File: src/design/gsdp_pkg.sv
// gsdp_pkg: shared types and constants of the grid shortest dig path block
// used by the controller, the datapath and the top level
package gsdp_pkg;

	localparam int MAP_BITS = 5;
	localparam int MAP_SIDE = 1 << MAP_BITS;
	localparam int TILE_SHIFT = 5;
	localparam int IDX_W = 2 * MAP_BITS;
	localparam int NTILES = 1 << IDX_W;
	localparam int CNT_W = IDX_W + 1;
	localparam int COST_W = 28;
	localparam int ENTRY_W = 17;
	localparam int NODE_W = 2 + IDX_W + COST_W;
	localparam int DVD_W = 19;
	localparam int DIV_W = 7;
	localparam logic [COST_W-1:0] COST_MAX = {COST_W{1'b1}};

	localparam logic [1:0] OP_LOAD = 2'd0;
	localparam logic [1:0] OP_FIND = 2'd1;
	localparam logic [1:0] OP_READ = 2'd2;

	localparam logic [1:0] ST_OK = 2'd0;
	localparam logic [1:0] ST_FOUND = 2'd1;
	localparam logic [1:0] ST_FAIL = 2'd2;
	localparam logic [1:0] ST_RANGE = 2'd3;

	localparam logic [0:0] REG_TRAVEL = 1'd0;
	localparam logic [0:0] REG_DRILL = 1'd1;

	typedef enum logic [1:0] {RES_ZERO, RES_FOUND, RES_FAIL, RES_READ} res_t;

	typedef struct packed {
		logic capture;
		logic clr_entry;
		logic div_init;
		logic div_step;
		logic load_wr;
		logic cnt_clr;
		logic clr_node;
		logic init_start;
		logic rel_rd;
		logic rel_wr;
		logic scan_init;
		logic scan_step;
		logic settle;
		logic trace_init;
		logic trace_wr;
		logic trace_take;
		logic read_issue;
		logic fin;
		res_t res;
	} cmd_t;

	typedef struct packed {
		logic cnt_last;
		logic div_last;
		logic off_map;
		logic same_tile;
		logic dir_last;
		logic found;
		logic best_is_target;
		logic trace_done;
		logic out_free;
	} sts_t;

endpackage

File: src/design/gsdp_ctrl.sv
// gsdp_ctrl: sequencing state machine of the grid shortest dig path block
// depends on gsdp_pkg
module gsdp_ctrl import gsdp_pkg::*; (
	input  logic       clk,
	input  logic       arst_n,
	input  logic       in_valid,
	input  logic [1:0] opcode,
	input  sts_t       sts,
	output logic       in_stall,
	output cmd_t       cmd
);
	typedef enum logic [3:0] {
		S_CLEAR, S_IDLE, S_DIV, S_LWR, S_FCHK, S_FCLR, S_FINIT, S_RELRD, S_RELWR,
		S_SCAN, S_SCANEND, S_DECIDE, S_TCHK, S_TWAIT, S_RWAIT, S_FIN
	} state_t;

	state_t state_q;
	res_t res_q;

	assign in_stall = (state_q != S_IDLE);

	always_comb begin
		cmd = '0;
		cmd.res = res_q;
		case (state_q)
			S_CLEAR: cmd.clr_entry = 1'b1;
			S_IDLE: begin
				if (in_valid) begin
					cmd.capture = 1'b1;
					cmd.div_init = (opcode == OP_LOAD);
					cmd.read_issue = (opcode == OP_READ);
				end
			end
			S_DIV: cmd.div_step = 1'b1;
			S_LWR: cmd.load_wr = 1'b1;
			S_FCHK: cmd.cnt_clr = !sts.off_map;
			S_FCLR: cmd.clr_node = 1'b1;
			S_FINIT: begin
				cmd.init_start = 1'b1;
				cmd.trace_init = sts.same_tile;
			end
			S_RELRD: cmd.rel_rd = 1'b1;
			S_RELWR: begin
				cmd.rel_wr = 1'b1;
				cmd.scan_init = sts.dir_last;
			end
			S_SCAN: cmd.scan_step = 1'b1;
			S_DECIDE: begin
				cmd.settle = sts.found;
				cmd.trace_init = sts.found && sts.best_is_target;
			end
			S_TCHK: cmd.trace_wr = !sts.trace_done;
			S_TWAIT: cmd.trace_take = 1'b1;
			S_FIN: cmd.fin = sts.out_free;
			default: cmd = '0;
		endcase
	end

	always_ff @(posedge clk or negedge arst_n) begin
		if (!arst_n) begin
			state_q <= S_CLEAR;
			res_q <= RES_ZERO;
		end else begin
			case (state_q)
				S_CLEAR: if (sts.cnt_last) state_q <= S_IDLE;
				S_IDLE: begin
					if (in_valid) begin
						case (opcode)
							OP_LOAD: state_q <= S_DIV;
							OP_FIND: state_q <= S_FCHK;
							OP_READ: state_q <= S_RWAIT;
							default: begin
								res_q <= RES_ZERO;
								state_q <= S_FIN;
							end
						endcase
					end
				end
				S_DIV: if (sts.div_last) state_q <= S_LWR;
				S_LWR: begin
					res_q <= RES_ZERO;
					state_q <= S_FIN;
				end
				S_FCHK: begin
					if (sts.off_map) begin
						res_q <= RES_FAIL;
						state_q <= S_FIN;
					end else begin
						state_q <= S_FCLR;
					end
				end
				S_FCLR: if (sts.cnt_last) state_q <= S_FINIT;
				S_FINIT: state_q <= sts.same_tile ? S_TCHK : S_RELRD;
				S_RELRD: state_q <= S_RELWR;
				S_RELWR: state_q <= sts.dir_last ? S_SCAN : S_RELRD;
				S_SCAN: if (sts.cnt_last) state_q <= S_SCANEND;
				S_SCANEND: state_q <= S_DECIDE;
				S_DECIDE: begin
					if (!sts.found) begin
						res_q <= RES_FAIL;
						state_q <= S_FIN;
					end else begin
						state_q <= sts.best_is_target ? S_TCHK : S_RELRD;
					end
				end
				S_TCHK: begin
					if (sts.trace_done) begin
						res_q <= RES_FOUND;
						state_q <= S_FIN;
					end else begin
						state_q <= S_TWAIT;
					end
				end
				S_TWAIT: state_q <= S_TCHK;
				S_RWAIT: begin
					res_q <= RES_READ;
					state_q <= S_FIN;
				end
				S_FIN: if (sts.out_free) state_q <= S_IDLE;
				default: state_q <= S_IDLE;
			endcase
		end
	end
endmodule

File: config.mk
export PLATFORM = sky130hd
export DESIGN_NAME = gsdp_ctrl
export DESIGN_NICKNAME = d
export VERILOG_FILES = /design/src/design/gsdp_pkg.sv /design/src/design/gsdp_ctrl.sv
export SDC_FILE = /design/constraint.sdc
export NUM_CORES = 1
export LEC_CHECK = 0
export BUFFER_PORTS_ARGS = -buffer_cell sky130_fd_sc_hd__buf_2
export CAP_MARGIN = 20
export CELL_PAD_IN_SITES_DETAIL_PLACEMENT = 0
export CELL_PAD_IN_SITES_GLOBAL_PLACEMENT = 1
export CORE_MARGIN = 3
export CORE_UTILIZATION = 34
export DETAILED_ROUTE_END_ITERATION = 8
export PLACE_DENSITY = 0.92
export SLEW_MARGIN = 5
export SYNTH_ARGS = -nofsm -noshare
export SYNTH_HDL_FRONTEND = slang
export SYNTH_SLANG_ARGS = --single-unit
File: constraint.sdc
create_clock -name clk -period 5.4 [get_ports clk]
set_clock_uncertainty 0.15 [all_clocks]
set_input_delay 0.27 -clock clk [delete_from_list [all_inputs] [get_ports clk]]
set_output_delay 0.27 -clock clk [all_outputs]
set_load 0.1 [all_outputs]
**After elaboration in Yosys (flattened, before gate mapping)**

Cells that the tools add are included.
W data, S select, Z words.

- Flip-flop bits (word level): 6
- Bits in latches: 0
- Memory bits (writable): 0
- Memory bits (read-only): 0
- Bits of input ports: 14
- Output and inout port bits: 21
- Word-level logic and storage cells: 82
- Memories kept: 0

- Add/sub/neg operators: 0
- Multipliers: 0
- Divide/modulo/power cells: 0
- $lt $le $gt $ge: 0
- Equality and inequality tests: 28
- Shift-type cells: 0
- Mux-type cells: 41
- Bitwise logic cells: 0
- Reductions and logical operators: 11

Operators by type and width:

| operator | count |
|---|---|
| $pmux W4 S15 | 1 |
| $mux W4 | 11 |
| $eq A4 B4 Y1 const B | 8 |
| $ne A2 B2 Y1 const B | 10 |
| $mux W1 | 18 |
| $eq A4 B3 Y1 const B | 4 |
| $mux W2 | 8 |
| $reduce_or A14 Y1 | 1 |
| $pmux W2 S6 | 1 |
| $pmux W4 S3 | 1 |
| $reduce_and A6 Y1 | 2 |
| $eq A4 B2 Y1 const B | 2 |
| $reduce_bool A6 Y1 | 1 |
| $eq A4 B1 Y1 const B | 1 |
| $logic_not A4 Y1 | 1 |
| $ne A4 B1 Y1 const B | 1 |
| $reduce_or A3 Y1 | 1 |
| $eq A2 B1 Y1 const B | 1 |
| $eq A2 B2 Y1 const B | 1 |
| $logic_not A1 Y1 | 2 |
| $logic_not A2 Y1 | 1 |
| $pmux W1 S2 | 1 |
| $reduce_or A2 Y1 | 1 |
| $logic_and A1 B1 Y1 | 1 |

**Longest topological paths before layout**

Gate-level depths: netlist (run 1).

- Word-level depth: 5
- Gate-level depth with buffers: 7
- Mapped depth without buffers: 6

**Worst setup path after synthesis (run 1)**

OpenSTA, ideal clock, no wires.

- Path type: reg-to-output
- Start point: register state_q[3]
- End point: output cmd[6] in the netlist's numbering
- Arrival time: 3.241 ns
- Required time: 4.980 ns
- Path slack: 1.739 ns
- Stages on the path, launching flop included: 6
- Buffers on the path: 2
- Cell sequence: dfrtp_1 > clkbuf_1 > clkbuf_1 > nand2_1 > nor2_1 > a22o_1

RTL lines:

| item | line | RTL |
|---|---|---|
| start: declaration | gsdp_ctrl.sv:17 | `state_t state_q;` |
| start signal: assignment | gsdp_ctrl.sv:93 | `S_FINIT: state_q <= sts.same_tile ? S_TCHK : S_RELRD;` |
| start signal: assignment | gsdp_ctrl.sv:95 | `S_RELWR: state_q <= sts.dir_last ? S_SCAN : S_RELRD;` |
| start signal: assignment | gsdp_ctrl.sv:103 | `state_q <= sts.best_is_target ? S_TCHK : S_RELRD;` |
| end: declaration | gsdp_ctrl.sv:10 | `output cmd_t cmd` |

==> flow_summary.toml, run 1 <==
[worst_setup_path]
max_stage_delay_ns = 0.72
crit_path_end_kind = "output pin"
critical_path.cell_chain = "or2b_2 -> nor2_2 -> nand2_1 -> nor3b_1 -> buf_2"
crit_type = "reg2out"
cpMaxStageDelayCell = "dfrtp_1"
crit_required_ns = 4.98
path_max_fanout = 23
startpoint_type = "register"
cp.arrival_ns = 2.22

[timing]
hold_violations = 0
whs_ns = 0.2232
worstMarginPinSlew_ns = 0.6095
max_freq_mhz = 378.9
relSlewSlack_pct = 59.37
finalCritPeriodShare_pct = 48.88
slew_viol_final = 0
setup_viol = 0
period_minus_slack_ns = 2.640
tns_ns = 0
rsz0062_at_grt = "false"

[detailed_routing]
vias = 879
first_iter_violations = 22
detail-route-antenna-nets = 0
drt-wirelength-per-cell_um = 12.94
wl_um = 2122
viasPerCell = 5.360
route.detailed.drc = 0
drt_first_pass_iters = 4

[flow_run]
maxCapViolCount = 0

[floorplan]
dieArea_mm2 = 0.002903
io_pins = 35
initial_core_util_pct = 37.80
coreArea_mm2 = 0.002062
die_w_um = 53.88
num_rows = 16
die_h_um = 53.88

[layout]
stdcell_count = 164
fillers = 213
stdcell_area_um2 = 965.9
drive_above_1_share_pct = 31.39
area_growth_pct = 23.92
nets = 153
diodes = 0

[clock_network]
cts_num_sinks = 6
cts_tree = "yes"
cts.path.max_buffers = 2
htree_levels = 1
cts_made_buffers = 3
cts_root_buf = "clkbuf_4"
post_cts_buffers = 0
clkTransAtPathRegs_ns = 0.04
insertion_delay_ns = 0.24

[synth]
yosysWarningCount = 0
synth_cell_types = 44
ys_ff_latch = 6
synth_flop_cell = "dfrtp_1"
synth_edf_count = 0
mappedNetlistArea_um2 = 779.5
ys_seq_area_share_pct = 19.26
avgSynthCellArea_um2 = 7.151
synth_fp_nets = 123
synthCells = 109
async_reset_ff_share_pct = 100.0

[placement]
placed_area_um2 = 933.4
dp_hpwl_um = 1650
place.gp.congestion = 0.9031
port_buffers = 34
dp.cells = 160

[global_route]
grt_max_degree = 24
grt_use_total_pct = 15.20
overflow = 0
antenna_found_initial = 0
grt_pass1_wl_um = 3270
grt_pass1_vias = 749

[min_path]
hold_class = "in2async"

[run_status]
outcome = "completed"
-- final timing paths --
path,from,to,cells after the start,slack [ns]
max,state_q[0],cmd[3],5,2.76
min,arst_n,state_q[1],2,0.22
max reg2reg,state_q[0],res_q[0],4,3.11
min reg2reg,res_q[1],res_q[1],1,0.33
max in group asynchronous,arst_n,state_q[0],2,4.74
min in group clk,res_q[1],res_q[1],1,0.33
-- cell usage after synthesis (all sizes together) (2+ instances only) --
cell type | count | share of area (%)
and2 | 3 | 2.4
o21ai | 7 | 4.5
buf | 5 | 4.0
o211ai | 2 | 1.9
nand2 | 6 | 2.9
inv | 4 | 1.9
mux2 | 4 | 5.8
a21boi | 3 | 2.9
or2b | 2 | 2.1
o221ai | 2 | 2.2
dfrtp | 6 | 19
nor3 | 5 | 3.2
nand2b | 8 | 6.4
clkbuf | 5 | 2.4
nor2b | 3 | 2.4
or2 | 2 | 1.6
a22oi | 2 | 1.9
a21oi | 3 | 1.9
nor2 | 16 | 8.0
o32ai | 2 | 2.2
nor3b | 2 | 1.9
-- through the flow --
stage	setup WS, ns	utilization [%]
2_1_floorplan	1.739	-
3_3_place_gp	3.070	45.27
3_5_place_dp	3.014	45.27
4_1_cts	2.748	46.84
5_1_grt	2.595	46.84
6_report	2.760	46.84
-- cells in the final DEF, fill, tap and decap left out, drive strengths merged --
master,n
a2111o,1
a211o,1
a21boi,3
a21o,1
a21oi,3
a22o,1
a22oi,2
a311oi,1
a31oi,1
and2,3
and2b,1
and4b,1
buf,34
clkbuf,3
dfrtp,6
dlygate4sd3,1
inv,4
mux2,4
nand2,6
nand2b,8
nand3,1
nand4b,1
nand4bb,1
nor2,16
nor2b,3
nor3,5
nor3b,2
nor4,1
o211ai,2
o21ai,7
o21bai,1
o221a,1
o221ai,2
o22ai,1
o2bb2ai,1
o32ai,2
or2,2
or2b,2
or3,1
-- layout make-up --
type / count / area, um2 / area share [%]
Tap cell: 27 / 33.78 / 3.497
Timing Repair Buffer: 35 / 180.2 / 18.65
Inverter: 4 / 15.01 / 1.554
Sequential cell: 6 / 150.1 / 15.54
Multi-Input combinational cell: 89 / 564.3 / 58.42
Clock buffer: 3 / 22.52 / 2.332
-- cells by family after synthesis --
group	count (synthesis)	synth area share [%]
flip-flops	6	19.26
AO/OA/AOI/OAI	31	28.57
buffers and inverters	14	8.346
multiplexers	4	5.778
AND/OR/NAND/NOR	54	38.04
-- worst max-delay path, delay by kind of cell (launching register included) --
kind,cells,cell delay [ns]
buffers and inverters,1,0.45
DFF,1,0.72
and+or+nand+nor,4,0.81
-- layer usage --
| layer | GRT usage (%) | vias to the layer above | share of wire (%) |
|---|---|---|---|
| li1 | - | 448 | - |
| met1 | 20.27 | 399 | 46 |
| met2 | 24.19 | 28 | 47 |
| met3 | 1.385 | 4 | 5.3 |
| met4 | 7.660 | 0 | 1.6 |
| met5 | 0 | - | 0 |
-- what timing repair did --
item,CTS,global route
hold buffers,1,0
hold endpoints to repair,6,0
resized for setup,0,0
-- registers in the layout (all words and copies together) (netlist names) --
name,count
state_q,4
res_q,2
Power of run 1 is left out: the tool's default activity adds up to more than one toggle a clock period on the data nets, which glitch-free logic cannot reach.
==> run 2, diff against run 1 <==
--- a/config.mk
+++ b/config.mk
@@ -10,9 +10,9 @@
 export CELL_PAD_IN_SITES_DETAIL_PLACEMENT = 0
 export CELL_PAD_IN_SITES_GLOBAL_PLACEMENT = 1
 export CORE_MARGIN = 3
-export CORE_UTILIZATION = 34
+export CORE_UTILIZATION = 28
 export DETAILED_ROUTE_END_ITERATION = 8
-export PLACE_DENSITY = 0.92
+export PLACE_DENSITY = 0.82
 export SLEW_MARGIN = 5
 export SYNTH_ARGS = -nofsm -noshare
 export SYNTH_HDL_FRONTEND = slang
==> constraint.sdc (replaced) <==
create_clock -name clk -period 2.25 [get_ports clk]
set_clock_uncertainty 0.15 [all_clocks]
set_input_delay 0.1125 -clock clk [delete_from_list [all_inputs] [get_ports clk]]
set_output_delay 0.1125 -clock clk [all_outputs]
set_load 0.1 [all_outputs]
==> run 2 against run 1 <==
Clock-buffer cell count unchanged. First-iteration DRC count up 55%. Cell count up 7.9%. Wire length up 28%. Register-to-register slack worse by 2.9 ns. Worst setup slack worse by 2.6 ns. Core utilization up 1.1 points. Critical endpoint unchanged. Largest cell class unchanged.
==> flow_summary.toml, run 2 (synthesized netlist as in run 1, its figures left out) <==
[timing]
relSlewSlack_pct = 66.59
hold_violations = 0
period_minus_slack_ns = 2.124
max_freq_mhz = 470.7
finalCritPeriodShare_pct = 94.42
worstMarginPinSlew_ns = 0.5046
setup_viol = 0
rsz0062_at_grt = "false"
slew_viol_final = 0

[global_route]
grt_pass1_wl_um = 4457
grt_max_degree = 19
grt_pass1_vias = 917
overflow = 0
antenna_found_initial = 0
grt_use_total_pct = 16.91

[detailed_routing]
wl_met3_um = 229
route.detailed.drc = 0
m1WireLength_um = 1100
first_iter_violations = 34
drt_first_pass_iters = 4
vias = 992
drt-wirelength-per-cell_um = 15.31
viasPerCell = 5.605
wl_um = 2710
dr.max_layer_used = "met4"
wl_met2_um = 1341
detail-route-antenna-nets = 0

[placement]
port_buffers = 34
place.gp.congestion = 0.8357
dp_hpwl_um = 2183

[floorplan]
die_h_um = 58.76
num_rows = 18
coreArea_mm2 = 0.002567
initial_core_util_pct = 30.36
die_w_um = 58.76
dieArea_mm2 = 0.003453
io_pins = 35

[clock_network]
cts_made_buffers = 3
cts.path.max_buffers = 2
cts_num_sinks = 6
htree_levels = 1
cts_root_buf = "clkbuf_4"
insertion_delay_ns = 0.25
clkTransAtPathRegs_ns = 0.05
cts_tree = "yes"

[worst_setup_path]
path_max_fanout = 11
r2r_cells = 6
cpMaxStageDelayCell = "dfrtp_2"
worst_path_dominant_cell_family = "simple AND/OR/NAND/NOR gates"
crit_type = "reg2out"
cp.buffers_inverters = 1
startpoint = "state_q[0]"
r2r_slack_ns = 0.19
crit_required_ns = 1.99
crit_path_end_kind = "output pin"
cp.arrival_ns = 1.86
critical_path.cell_chain = "or2b_2 -> nor2_2 -> nand2_1 -> nor3b_4 -> buf_12"
crit-reg2reg-launch = "state_q[0]"
max_stage_delay_ns = 0.45
r2r_end = "res_q[1]"
startpoint_type = "register"

[layout]
largest_register_ffs = 4
fillers = 273
top_register = "state_q"
diodes = 0
drive_above_1_share_pct = 48.98
area_growth_pct = 57.95
top_regs = "state_q (4), res_q (2)"
final_util_pct = 47.95
final_common_cell = "buf_2"
final_cell_mix = "29 x buf_2, 10 x buf_4, 8 x nor2_2, 8 x nand2b_1, 6 x nand2_1"
nets = 163

[flow_run]
maxCapViolCount = 0

[run_status]
outcome = "completed"

[min_path]
hold_class = "in2async"
[run 2: cell count changes in the layout (fill, tap and decap cells not counted), moves of 2 or more]
cell	delta
nor2_4	+3
nor2_2	+7
buf_12	+5
buf_2	-5
nor3_1	-4
nor2_1	-10
a21boi_1	+2
a21boi_0	-2
buf_4	+10
nor3_4	+4
[run 2: layout make-up]
cell class | count | area (um2) | share of cell area (%)
multi-input cells | 89 | 674.4 | 54.78
repair buffers | 45 | 330.3 | 26.83
flip-flops and latches | 6 | 151.4 | 12.30
well taps | 30 | 37.54 | 3.049
clock buffers | 3 | 22.52 | 1.829
inverters | 4 | 15.01 | 1.220
[run 2: metal layers]
| layer | vias up | GRT usage (%) |
|---|---|---|
| met5 | - | 0 |
| li1 | 471 | - |
| met2 | 49 | 27.76 |
| met1 | 468 | 21.51 |
| met3 | 4 | 3.070 |
| met4 | 0 | 7.443 |
[run 2: how the worst max path moves through the flow]
stage,to,cells after the start
floorplan,cmd[0],4
global placement,res_q[0],5
detailed placement,res_q[1],5
CTS,cmd[3],5
global route,cmd[3],5
finish,cmd[3],5
[run 2: metrics by stage]
stage / setup TNS (ns) / std cells / hold slack (ns) / instance area (um2) / worst slack [ns]
3_5_place_dp: 0 / 170 / -0.2005 / 1172 / 0.1736
4_1_cts: 0 / 174 / 0.06577 / 1206 / 0.08542
2_1_floorplan: -0.9333 / 109 / -0.3331 / 888.4 / -0.3630
3_3_place_gp: 0 / 170 / -0.2045 / 1172 / 0.2117
6_report: 0 / 177 / 0.06826 / 1231 / 0.1255
5_1_grt: 0 / 177 / 0.06615 / 1231 / 0.03194
[run 2: what timing repair did]
action	CTS	global route
setup buffers	0	3
hold buffers	1	0
pin swaps	0	0
hold endpoints to repair	6	0
gates resized for setup	1	1
endpoints found under the setup margin	1	1
Power of run 2 is left out for the same reason.
